File: config.mk
export PLATFORM = sky130hd
export DESIGN_NAME = bounded_ordered_list_engine_unit
export DESIGN_NICKNAME = d
export VERILOG_FILES = /design/src/rtl/core/bole_pkg.sv /design/src/rtl/core/bole_ram.sv /design/src/rtl/core/bole_dp.sv /design/src/rtl/core/bole_ctrl.sv /design/src/rtl/core/bounded_ordered_list_engine_unit.sv
export SDC_FILE = /design/constraint.sdc
export NUM_CORES = 1
export LEC_CHECK = 0
export ABC_AREA = 0
export BUFFER_PORTS_ARGS = -buffer_cell sky130_fd_sc_hd__buf_2
export CORE_MARGIN = 5
export CORE_UTILIZATION = 40
export CTS_BUF_LIST = sky130_fd_sc_hd__clkbuf_16
export DETAILED_ROUTE_END_ITERATION = 8
export GPL_TIMING_DRIVEN = 0
export PLACE_DENSITY_LB_ADDON = 0.2
export SYNTH_ARGS = -nofsm -noshare
export SYNTH_HDL_FRONTEND = slang
export SYNTH_HIERARCHICAL = 1
export SYNTH_SLANG_ARGS = --single-unit
File: constraint.sdc
create_clock -name clk -period 6.4 [get_ports clk]
set_input_delay 1.6 -clock clk [delete_from_list [all_inputs] [get_ports clk]]
set_output_delay 1.6 -clock clk [all_outputs]
set_load 0.01 [all_outputs]
File: src/rtl/core/bole_pkg.sv
// Package for the ordered list engine: action and status codes, and the
// command and status structs between the controller and the datapath. No dependencies.
package bole_pkg;

	// Requested action of an input item.
	localparam logic [1:0] ACT_PUSH   = 2'd0;
	localparam logic [1:0] ACT_SORTED = 2'd1;
	localparam logic [1:0] ACT_REMOVE = 2'd2;
	localparam logic [1:0] ACT_FIND   = 2'd3;

	// Result status codes.
	localparam logic [1:0] ST_DONE    = 2'd0;
	localparam logic [1:0] ST_FULL    = 2'd1;
	localparam logic [1:0] ST_MISSING = 2'd2;

	// Read address selection relative to the working index.
	localparam logic [1:0] RD_IDX  = 2'd0;
	localparam logic [1:0] RD_PREV = 2'd1;
	localparam logic [1:0] RD_NEXT = 2'd2;

	// Write data selection.
	localparam logic WR_READ  = 1'b0;
	localparam logic WR_VALUE = 1'b1;

	// Commands from the controller to the datapath.
	typedef struct packed {
		logic       load;       // capture a new item, clear the insert position
		logic       idx_clr;    // working index to zero
		logic       idx_to_cnt; // working index to the entry count
		logic       idx_inc;
		logic       idx_dec;
		logic       pos_set;    // position register takes the working index
		logic       rd_en;
		logic [1:0] rd_sel;
		logic       wr_en;
		logic       wr_src;
		logic       cnt_inc;
		logic       cnt_dec;
		logic       res_load;   // load the result registers
		logic [1:0] res_status;
		logic       res_found;
	} ctrl_cmd_t;

	// Status from the datapath to the controller.
	typedef struct packed {
		logic full;    // entry count equals the depth
		logic at_end;  // working index equals the entry count
		logic at_pos;  // working index equals the position register
		logic at_last; // working index is the last held entry
		logic less;    // read entry is smaller than the item value (signed)
		logic equal;   // read entry equals the item value
	} dp_stat_t;

endpackage

File: src/rtl/core/bole_ram.sv
// Generic single-port-write, single-port-read RAM with a registered read.
// No package dependencies.
module bole_ram #(
	parameter int WIDTH = 32,
	parameter int DEPTH = 16
) (
	input  logic                     clk,
	input  logic                     we,
	input  logic [$clog2(DEPTH)-1:0] waddr,
	input  logic [WIDTH-1:0]         wdata,
	input  logic                     re,
	input  logic [$clog2(DEPTH)-1:0] raddr,
	output logic [WIDTH-1:0]         rdata
);

	logic [WIDTH-1:0] mem_q [DEPTH];
	logic [WIDTH-1:0] rdata_q;

	// Storage write and registered read.
	always_ff @(posedge clk) begin
		if (we) begin
			mem_q[waddr] <= wdata;
		end
		if (re) begin
			rdata_q <= mem_q[raddr];
		end
	end

	assign rdata = rdata_q;

endmodule

File: src/rtl/core/bole_dp.sv
// Datapath of the ordered list engine: entry memory, working index, position,
// entry count and result registers. Depends on bole_pkg and bole_ram.
module bole_dp #(
	parameter int DEPTH = 16
) (
	input  logic                clk,
	input  logic                arst_n,
	input  bole_pkg::ctrl_cmd_t cmd,
	output bole_pkg::dp_stat_t  stat,
	input  logic signed [31:0]  value,
	output logic [1:0]          status,
	output logic                found,
	output logic [3:0]          position,
	output logic [4:0]          count
);

	import bole_pkg::*;

	localparam int AW = $clog2(DEPTH);
	localparam int CW = $clog2(DEPTH + 1);

	logic [CW-1:0]      idx_q;
	logic [CW-1:0]      pos_q;
	logic [CW-1:0]      cnt_q;
	logic signed [31:0] val_q;
	logic [1:0]         status_q;
	logic               found_q;
	logic [3:0]         position_q;
	logic [4:0]         count_q;

	logic [CW-1:0]      raddr_full;
	logic [31:0]        rdata;
	logic [31:0]        wdata;
	logic [CW+3:0]      pos_wide;
	logic [CW+4:0]      cnt_wide;

	// Control registers: working index, position and entry count.
	always_ff @(posedge clk or negedge arst_n) begin
		if (!arst_n) begin
			idx_q <= '0;
			pos_q <= '0;
			cnt_q <= '0;
		end else begin
			if (cmd.idx_to_cnt) begin
				idx_q <= cnt_q;
			end else if (cmd.idx_clr) begin
				idx_q <= '0;
			end else if (cmd.idx_inc) begin
				idx_q <= idx_q + CW'(1);
			end else if (cmd.idx_dec) begin
				idx_q <= idx_q - CW'(1);
			end
			if (cmd.load) begin
				pos_q <= '0;
			end else if (cmd.pos_set) begin
				pos_q <= idx_q;
			end
			if (cmd.cnt_inc) begin
				cnt_q <= cnt_q + CW'(1);
			end else if (cmd.cnt_dec) begin
				cnt_q <= cnt_q - CW'(1);
			end
		end
	end

	// Item value capture.
	always_ff @(posedge clk) begin
		if (cmd.load) begin
			val_q <= value;
		end
	end

	// Read address relative to the working index.
	always_comb begin
		case (cmd.rd_sel)
			RD_PREV: raddr_full = idx_q - CW'(1);
			RD_NEXT: raddr_full = idx_q + CW'(1);
			default: raddr_full = idx_q;
		endcase
	end

	assign wdata = (cmd.wr_src == WR_VALUE) ? val_q : rdata;

	bole_ram #(
		.WIDTH (32),
		.DEPTH (DEPTH)
	) u_ram (
		.clk   (clk),
		.we    (cmd.wr_en),
		.waddr (idx_q[AW-1:0]),
		.wdata (wdata),
		.re    (cmd.rd_en),
		.raddr (raddr_full[AW-1:0]),
		.rdata (rdata)
	);

	// Status back to the controller.
	always_comb begin
		stat.full    = (cnt_q == CW'(DEPTH));
		stat.at_end  = (idx_q == cnt_q);
		stat.at_pos  = (idx_q == pos_q);
		stat.at_last = ((idx_q + CW'(1)) == cnt_q);
		stat.less    = ($signed(rdata) < val_q);
		stat.equal   = (rdata == val_q);
	end

	// Result fields are truncated to their port widths.
	assign pos_wide = {4'b0, pos_q};
	assign cnt_wide = {5'b0, cnt_q};

	// Result registers, loaded when the controller hands over a result.
	always_ff @(posedge clk) begin
		if (cmd.res_load) begin
			status_q   <= cmd.res_status;
			found_q    <= cmd.res_found;
			position_q <= (cmd.res_status == ST_DONE) ? pos_wide[3:0] : 4'd0;
			count_q    <= cnt_wide[4:0];
		end
	end

	assign status   = status_q;
	assign found    = found_q;
	assign position = position_q;
	assign count    = count_q;

endmodule

File: src/rtl/core/bole_ctrl.sv
// Controller of the ordered list engine: state machine for scan and shift
// sequences, input and output handshakes. Depends on bole_pkg.
module bole_ctrl (
	input  logic                clk,
	input  logic                arst_n,
	input  logic                in_valid,
	output logic                in_ready,
	input  logic [1:0]          action,
	output logic                out_valid,
	input  logic                out_ready,
	input  bole_pkg::dp_stat_t  stat,
	output bole_pkg::ctrl_cmd_t cmd
);

	import bole_pkg::*;

	localparam logic [2:0] S_IDLE     = 3'd0;
	localparam logic [2:0] S_SCAN_RD  = 3'd1;
	localparam logic [2:0] S_SCAN_CHK = 3'd2;
	localparam logic [2:0] S_UP_RD    = 3'd3;
	localparam logic [2:0] S_UP_WR    = 3'd4;
	localparam logic [2:0] S_DN_RD    = 3'd5;
	localparam logic [2:0] S_DN_WR    = 3'd6;
	localparam logic [2:0] S_FINISH   = 3'd7;

	logic [2:0] state_q, state_d;
	logic [1:0] act_q, act_d;
	logic [1:0] rstat_q, rstat_d;
	logic       rfound_q, rfound_d;
	logic       out_valid_q;
	logic       hit;

	// A scan stops at the first smaller entry for a sorted insert, else at an equal one.
	assign hit = (act_q == ACT_SORTED) ? stat.less : stat.equal;

	// Next state and command decode.
	always_comb begin
		state_d  = state_q;
		act_d    = act_q;
		rstat_d  = rstat_q;
		rfound_d = rfound_q;
		in_ready = 1'b0;
		cmd      = '0;
		cmd.res_status = rstat_q;
		cmd.res_found  = rfound_q;
		unique case (state_q)
			S_IDLE: begin
				in_ready = 1'b1;
				if (in_valid) begin
					cmd.load = 1'b1;
					act_d    = action;
					rstat_d  = ST_DONE;
					rfound_d = 1'b0;
					if ((action == ACT_PUSH || action == ACT_SORTED) && stat.full) begin
						rstat_d = ST_FULL;
						state_d = S_FINISH;
					end else if (action == ACT_PUSH) begin
						cmd.idx_to_cnt = 1'b1;
						state_d        = S_UP_RD;
					end else begin
						cmd.idx_clr = 1'b1;
						state_d     = S_SCAN_RD;
					end
				end
			end
			S_SCAN_RD: begin
				if (stat.at_end) begin
					if (act_q == ACT_SORTED) begin
						cmd.pos_set = 1'b1;
						state_d     = S_UP_RD;
					end else begin
						rstat_d = ST_MISSING;
						state_d = S_FINISH;
					end
				end else begin
					cmd.rd_en  = 1'b1;
					cmd.rd_sel = RD_IDX;
					state_d    = S_SCAN_CHK;
				end
			end
			S_SCAN_CHK: begin
				if (hit) begin
					cmd.pos_set = 1'b1;
					if (act_q == ACT_SORTED) begin
						cmd.idx_to_cnt = 1'b1;
						state_d        = S_UP_RD;
					end else if (act_q == ACT_REMOVE) begin
						rfound_d = 1'b1;
						state_d  = S_DN_RD;
					end else begin
						rfound_d = 1'b1;
						state_d  = S_FINISH;
					end
				end else begin
					cmd.idx_inc = 1'b1;
					state_d     = S_SCAN_RD;
				end
			end
			S_UP_RD: begin
				// Entries above the insert position move up by one, top first.
				if (stat.at_pos) begin
					cmd.wr_en   = 1'b1;
					cmd.wr_src  = WR_VALUE;
					cmd.cnt_inc = 1'b1;
					state_d     = S_FINISH;
				end else begin
					cmd.rd_en  = 1'b1;
					cmd.rd_sel = RD_PREV;
					state_d    = S_UP_WR;
				end
			end
			S_UP_WR: begin
				cmd.wr_en   = 1'b1;
				cmd.wr_src  = WR_READ;
				cmd.idx_dec = 1'b1;
				state_d     = S_UP_RD;
			end
			S_DN_RD: begin
				// Entries after the removed one move down by one, front first.
				if (stat.at_last) begin
					cmd.cnt_dec = 1'b1;
					state_d     = S_FINISH;
				end else begin
					cmd.rd_en  = 1'b1;
					cmd.rd_sel = RD_NEXT;
					state_d    = S_DN_WR;
				end
			end
			S_DN_WR: begin
				cmd.wr_en   = 1'b1;
				cmd.wr_src  = WR_READ;
				cmd.idx_inc = 1'b1;
				state_d     = S_DN_RD;
			end
			S_FINISH: begin
				if (!out_valid_q || out_ready) begin
					cmd.res_load = 1'b1;
					state_d      = S_IDLE;
				end
			end
			default: begin
				state_d = S_IDLE;
			end
		endcase
	end

	// State and result bookkeeping.
	always_ff @(posedge clk or negedge arst_n) begin
		if (!arst_n) begin
			state_q     <= S_IDLE;
			act_q       <= ACT_PUSH;
			rstat_q     <= ST_DONE;
			rfound_q    <= 1'b0;
			out_valid_q <= 1'b0;
		end else begin
			state_q  <= state_d;
			act_q    <= act_d;
			rstat_q  <= rstat_d;
			rfound_q <= rfound_d;
			if (cmd.res_load) begin
				out_valid_q <= 1'b1;
			end else if (out_ready) begin
				out_valid_q <= 1'b0;
			end
		end
	end

	assign out_valid = out_valid_q;

endmodule

File: src/rtl/core/bounded_ordered_list_engine_unit.sv
// Top level of the ordered list engine: joins the controller and the datapath.
// Depends on bole_pkg, bole_ctrl, bole_dp and bole_ram.
//
//   Channel | Handshake            | Payload
//   --------+----------------------+--------------------------------
//   input   | in_valid / in_ready  | action, value
//   output  | out_valid / out_ready| status, found, position, count
//
// One item at a time: after the transfer, the scan reads and then compares each entry it
// examines, a shift reads and then writes each entry it moves, an end check follows, and
// the result is loaded; a matching find skips the end check, a sorted insert at the back
// checks twice, and an insert into a full list goes straight to the result load.
// Reset clears the entry count and the controller; the memory needs no clearing.
// A new item is taken while the previous result waits; its own result then waits for out_ready.
module bounded_ordered_list_engine_unit #(
	parameter int DEPTH = 16
) (
	input  logic               clk,
	input  logic               arst_n,
	input  logic               in_valid,
	output logic               in_ready,
	input  logic [1:0]         action,
	input  logic signed [31:0] value,
	output logic               out_valid,
	input  logic               out_ready,
	output logic [1:0]         status,
	output logic               found,
	output logic [3:0]         position,
	output logic [4:0]         count
);

	import bole_pkg::*;

	ctrl_cmd_t cmd;
	dp_stat_t  stat;

	bole_ctrl u_ctrl (
		.clk       (clk),
		.arst_n    (arst_n),
		.in_valid  (in_valid),
		.in_ready  (in_ready),
		.action    (action),
		.out_valid (out_valid),
		.out_ready (out_ready),
		.stat      (stat),
		.cmd       (cmd)
	);

	bole_dp #(
		.DEPTH (DEPTH)
	) u_dp (
		.clk      (clk),
		.arst_n   (arst_n),
		.cmd      (cmd),
		.stat     (stat),
		.value    (value),
		.status   (status),
		.found    (found),
		.position (position),
		.count    (count)
	);

endmodule

==> impl_metrics.yaml, run 1 <==
sta:
  hold_violations: 0
  fin_tns_setup_ns: 0
  min_period_ns: 5.26
  maxSlewHeadroom_pct: 24.6
  rsz0062_at_grt: "no"
  final.setup.worst_slack_ns: 1.14
  tightest_slew_ns: 1.13
  fmax_mhz: 190
  finClkSkew_ns: 0.0181
  post-route-period-util_pct: 82.1
  finalSetupViolCount: 0
  maxSlewViolCount: 0
yosys:
  ys.flop_type: "edfxtp_1"
  synth_top_area_share_pct: 71.9
  synth_edf_count: 588
  syn-num-nets: 1329
  ys_warn_count: 6
  syn_area_um2: 24600
  synth-seq-area-share_pct: 74.3
  netlist_top_cells_area: "edfxtp_1, mux4_2, dfrtp_1"
  async_flop_share_pct: 3.92
  yosysTopAreaCell: "edfxtp_1"
  netlist_instances: 1251
  synth.avg_cell_area_um2: 19.6
  synth_cell_types: 63
  ys_ff_latch: 612
die:
  die_w_um: 258
  die_y_um: 258
  die_area_um2: 66500
  pin_count: 52
  rows: 90
  start_util_pct: 40.6
  fp.coreArea_um2: 60600
clock_network:
  htree_levels: 3
  cts-resized-gates: 0
  cts_made_buffers: 66
  cts_tree: "built"
  postCtsHoldBufs: 0
  cts_sinks: 612
  cts_root_buf: "clkbuf_16"
  cts_buffer_depth: 3
  clkSlewWorstSetupHoldPaths_ns: 0.06
  post_cts_buffers: 0
  clk_latency_ns: 0.59
global_route:
  grtUsageTotal_pct: 17.3
  grt_max_degree: 42
  antenna_found_initial: 2
  grt_overflow: 0
  grt_pass1_wl_mm: 85.2
  grt_pass1_vias: 12900
worst_setup_path:
  critPathArrivalTime_ns: 5.69
  worstSetupStartpointType: "flip-flop"
  endpoint_kind: "flip-flop"
  cp.required_ns: 6.83
  critical_path.max_fanout: 10
  crit_type: "reg -> reg"
power_and_ir_drop:
  sw_frac_of_total_pct: 33.1
  irDropWorstVdd_v: 0.000267
  leakage_uw: 0.00943
  p_clk_share_pct: 24.3
  internal_power_uw: 9950
  power_density_nw_per_um2: 523
  sequentialPowerShare_pct: 39.2
  power.switching_uw: 4910
  pwr-share-comb_pct: 36.5
routing:
  ant_nets: 0
  drt-vias-per-instance: 5.51
  drtIter0Drc: 1071
  drt-total-wl_mm: 57.0
  drcViolationCount: 0
  drt-pass1-iter-count: 5
  wire_per_inst_um: 25.6
  vias: 12200
place:
  pre_cts_ws_ns: 1.19
  port_buffers: 51
  hpwlAfterDp_mm: 36.7
  gp_congestion: 0.757
run_status:
  status: "finished, final reports clean"
min_path:
  worst_hold_path_type: "reg -> reg"
finish:
  drive_above_1_share_pct: 26.9
  final_nets: 1477
  synthToLayoutAreaGrowth_pct: 15.8
  nFillCells: 5113
run:
  max-cap-violations: 0
## power groups by stage
stage                     clock network (uW)  logic, uW  registers [uW]
after floorplan                            0       3740            5850
after global placement                     0       5300            5930
after detailed placement                   0       5510            5910
after CTS                               3730       5530            5830
after global routing                    3880       5920            5870
final                                   3620       5420            5820
## worst max-delay path, cell delays in order (launching register included)
cell and delay [ns]:
dfrtp_1 0.56, ha_1 0.21, clkbuf_1 0.32, xnor2_1 0.17
nor2_1 0.06, a21oi_1 0.14, a21oi_1 0.09, nor4_1 0.40
nor2_1 0.14, ha_1 0.44, nor2_1 0.09, mux2_4 0.27
a222oi_1 0.53, inv_1 0.18, nor2b_1 0.14, clkbuf_1 0.33
clkbuf_1 0.68, a22oi_1 0.19, nand2_1 0.14
## stage by stage
stage / std cells / total power (uW) / hold slack, ns / utilization, % / instance area (um2)
after floorplan: 1251 / 9590 / 0.445 / - / 24600
after global placement: 2084 / 11200 / 0.472 / 42.6 / 25800
after detailed placement: 2113 / 11400 / 0.477 / 43.5 / 26400
after CTS: 2221 / 15100 / 0.488 / 46.9 / 28400
after global routing: 2221 / 15700 / 0.511 / 46.9 / 28400
final: 2222 / 14900 / 0.481 / 46.9 / 28400
## cell type report
type	count	area, um2	share of cell area [%]
antenna	1	2.50	0.00880
tap	782	978	3.44
multi-input combinational	529	5930	20.8
buffer	61	312	1.10
clock inverter	37	275	0.968
clock buffer	71	1780	6.25
sequential	612	18300	64.2
inverter	49	184	0.647
timing repair buffer	80	726	2.55
## Yosys cell counts, drive strengths merged (2+ instances only)
cell and number:
edfxtp 588, mux4 128, a22oi 65, nand2 57
inv 49, nor2 42, buf 39, ha 39
mux2 35, dfrtp 24, clkbuf 22, a21oi 19
o21ai 15, xnor2 13, mux2i 10, nand4 10
nor3 10, nand2b 9, nand3 9, xor2 8
nor2b 7, a21o 5, and2 5, a22o 4
nor4 4, a31oi 3, o31ai 3, a221oi 2
nand3b 2, nor3b 2, o22ai 2, o41ai 2
## flip-flops by register name, summed over array words and instances, names as in the netlist
signal and count:
u_dp/pos_q 5, u_ctrl/out_valid 1, u_dp/u_ram/rdata 32, u_dp/count 5
u_dp/val_q 32, u_dp/u_ram/mem_q 512, u_dp/cnt_q 5, u_dp/found 1
u_dp/position 4, u_dp/status 2, u_ctrl/rstat_q 2, u_ctrl/state_q 3
u_ctrl/act_q 2, u_dp/idx_q 5, u_ctrl/rfound_q 1
## worst paths after layout
path	from	endpoint	slack [ns]	cells after the start
max in group asynchronous	arst_n	u_ctrl/rstat_q[0]	5.02	1
min in group asynchronous	arst_n	u_dp/cnt_q[2]	1.00	1
worst max register to register	u_dp/idx_q[0]	u_dp/u_ram/rdata[16]	1.14	18
worst max-delay path	u_dp/idx_q[0]	u_dp/u_ram/rdata[16]	1.14	18
worst min register to register	u_ctrl/rstat_q[1]	u_dp/status[1]	0.48	0
worst min-delay path	u_ctrl/rstat_q[1]	u_dp/status[1]	0.48	0
## logic make-up after synthesis
logic type	Yosys count	synth area share (%)
compound gates	134	3.92
mux	173	13.8
simple gates	161	3.17
buf+inv	110	2.02
fa+ha+maj	40	2.07
xor+xnor	21	0.749
flops	612	74.3
## placed cells by master, fill, tap and decap left out, drive strengths merged, types with 10 or more instances in the layout
cell type and n:
mux4 128, clkbuf 93, dfrtp 24, inv 64, mux2 35, nor2 42, nand2 57, clkinv 13
o21ai 15, a21oi 19, edfxtp 588, nand4 10, buf 119, xnor2 13, nor3 10, mux2i 10
ha 39, a22oi 65
## metal layers
layer	vias up	share of wire, %	global-route usage [%]
met5	-	0	0
met3	65	5.3	3.22
li1	5369	-	-
met4	0	1.7	3.69
met2	330	49	28.9
met1	6475	44	23.9
No activity file was read; power rests on OpenSTA's default activity.
==> run 2, diff against run 1 <==
Clock period 6.4 ns to 4.98 ns, I/O delays scaled along.
==> impl_metrics.yaml, run 2 (synthesis gave the netlist of run 1 again) <==
finish:
  regMostFlops: "u_dp/u_ram/mem_q"
  utilization_pct: 47.0
  final_nets: 1476
  nFillCells: 5114
  synthToLayoutAreaGrowth_pct: 15.9
  finalNonFillerCells: 2221
  largest_reg_flops: 512
  final_common_cell: "edfxtp_1"
  drive_above_1_share_pct: 28.2
  final_cell_mix: "edfxtp_1, mux4_2, clkbuf_16, buf_2, a22oi_1"
worst_setup_path:
  crit_type: "reg -> reg"
  crit_chain: "buf_6, inv_1, ha_1, xor2_1, nor4_2, nor2_1, ha_1, nor2_1, mux2_4, a222oi_1, inv_1, and2_1, clkbuf_1, clkbuf_2, a22oi_1, nand2_1"
  slowest_stage: "a222oi_1"
  endpoint_kind: "flip-flop"
  critical_path.max_fanout: 10
  critPathArrivalTime_ns: 5.01
  cpLargestDelayFamily: "buffers and inverters"
  crit_buf_inv: 5
  cp.required_ns: 5.30
  critical_path_depth: 16
  critPathMaxStageDelay_ns: 0.51
  rr_worst_depth: 16
  worstSetupStartpointType: "flip-flop"
place:
  gp_congestion: 0.757
  port_buffers: 51
  dp.cells: 2113
  hpwlAfterDp_mm: 36.7
clock_network:
  clk_latency_ns: 0.59
  htree_levels: 3
  cts_root_buf: "clkbuf_16"
  cts_made_buffers: 66
  cts_buffer_depth: 3
  cts_sinks: 612
  clkSlewWorstSetupHoldPaths_ns: 0.06
  cts_tree: "built"
global_route:
  antenna_found_initial: 2
  grtUsageTotal_pct: 17.3
  grt_pass1_vias: 12900
  top_usage_layer: "met2"
  globalRouteMet1Util_pct: 23.9
  grt_pass1_wl_mm: 85.2
  grt_max_degree: 42
  grt_overflow: 0
  gr-usage-met3_pct: 3.22
  grtUsageMet2_pct: 28.9
sta:
  min_period_ns: 4.69
  finalSetupViolCount: 0
  tightest_slew_ns: 1.15
  fmax_mhz: 213
  rsz0062_at_grt: "no"
  maxSlewViolCount: 0
  finClkSkew_ns: 0.0179
  hold_violations: 0
  fin_tns_setup_ns: 0
  maxSlewHeadroom_pct: 23.5
  post-route-period-util_pct: 94.1
power_and_ir_drop:
  leakage_uw: 0.00947
  power_density_nw_per_um2: 673
  p_total_uw: 19200
  irDropWorstVdd_v: 0.000343
die:
  pin_count: 52
  fp.coreArea_um2: 60600
  die_area_um2: 66500
  die_w_um: 258
  die_y_um: 258
  start_util_pct: 40.6
  rows: 90
routing:
  wire_per_inst_um: 25.7
  drt-pass1-iter-count: 5
  drt-vias-per-instance: 5.50
  drtIter0Drc: 1054
  drt-total-wl_mm: 57.0
  vias: 12200
  ant_nets: 0
  drcViolationCount: 0
run_status:
  status: "finished, final reports clean"
min_path:
  hold_depth: 0
  worst_hold_path_type: "reg -> reg"
run:
  max-cap-violations: 0
==> run 2: cell types whose count changed in the layout (fill, tap and decap cells not counted) <==
cell      previous run  this run
buf_2               66        67
dfrtp_2              0         2
clkbuf_1            22         9
a22oi_2              0         3
dfrtp_1             24        22
ha_1                39        38
nor4_1               4         3
a22oi_1             65        62
ha_2                 0         1
nor4_2               0         1
clkbuf_2             0        11
==> run 2: what timing repair did <==
item,in CTS,in global routing
resized for setup,10,13
hold buffers,0,0
pin swaps,0,1
endpoints found under the setup margin,31,31
setup buffers,0,0
==> run 2: area by class of cell <==
class,instances,area [um2],area share (%)
clock inverter,37,275,0.967
clock buffer,71,1780,6.24
tap,782,978,3.44
sequential,612,18300,64.1
inverter,49,184,0.646
timing repair buffer,80,726,2.55
antenna,1,2.50,0.00879
multi-input combinational,529,5950,20.9
buffer,60,323,1.13
==> run 2: per-stage QoR <==
step / setup slack, ns / hold slack, ns / area (um2)
floorplan: 0.103 / 0.445 / 24600
global placement: -3.60 / 0.472 / 25800
detailed placement: -0.225 / 0.477 / 26400
CTS: 0.0122 / 0.488 / 28500
global route: 0.0120 / 0.511 / 28500
finish: 0.292 / 0.481 / 28500
==> run 2: layer usage <==
metal,vias up,wire [um]
met5,-,0
met4,0,962
met3,64,3090
met2,331,28000
met1,6454,24900
li1,5372,-
==> run 2: path summary, 6_finish.rpt <==
kind                                   startpoint                   to  slack [ns]
worst max register to register      u_dp/idx_q[0]  u_dp/u_ram/rdata[4]        0.29
worst max-delay path                u_dp/idx_q[0]  u_dp/u_ram/rdata[4]        0.29
min in group asynchronous                  arst_n        u_dp/cnt_q[2]        0.64
worst min register to register  u_ctrl/rstat_q[1]       u_dp/status[1]        0.48
max in group asynchronous                  arst_n        u_dp/idx_q[0]        3.94
worst min-delay path            u_ctrl/rstat_q[1]       u_dp/status[1]        0.48
==> run 2: where the power goes <==
group          switching (uW)  internal, uW
Combinational            4160          2850
Sequential                278          7210
Clock                    1900          2760
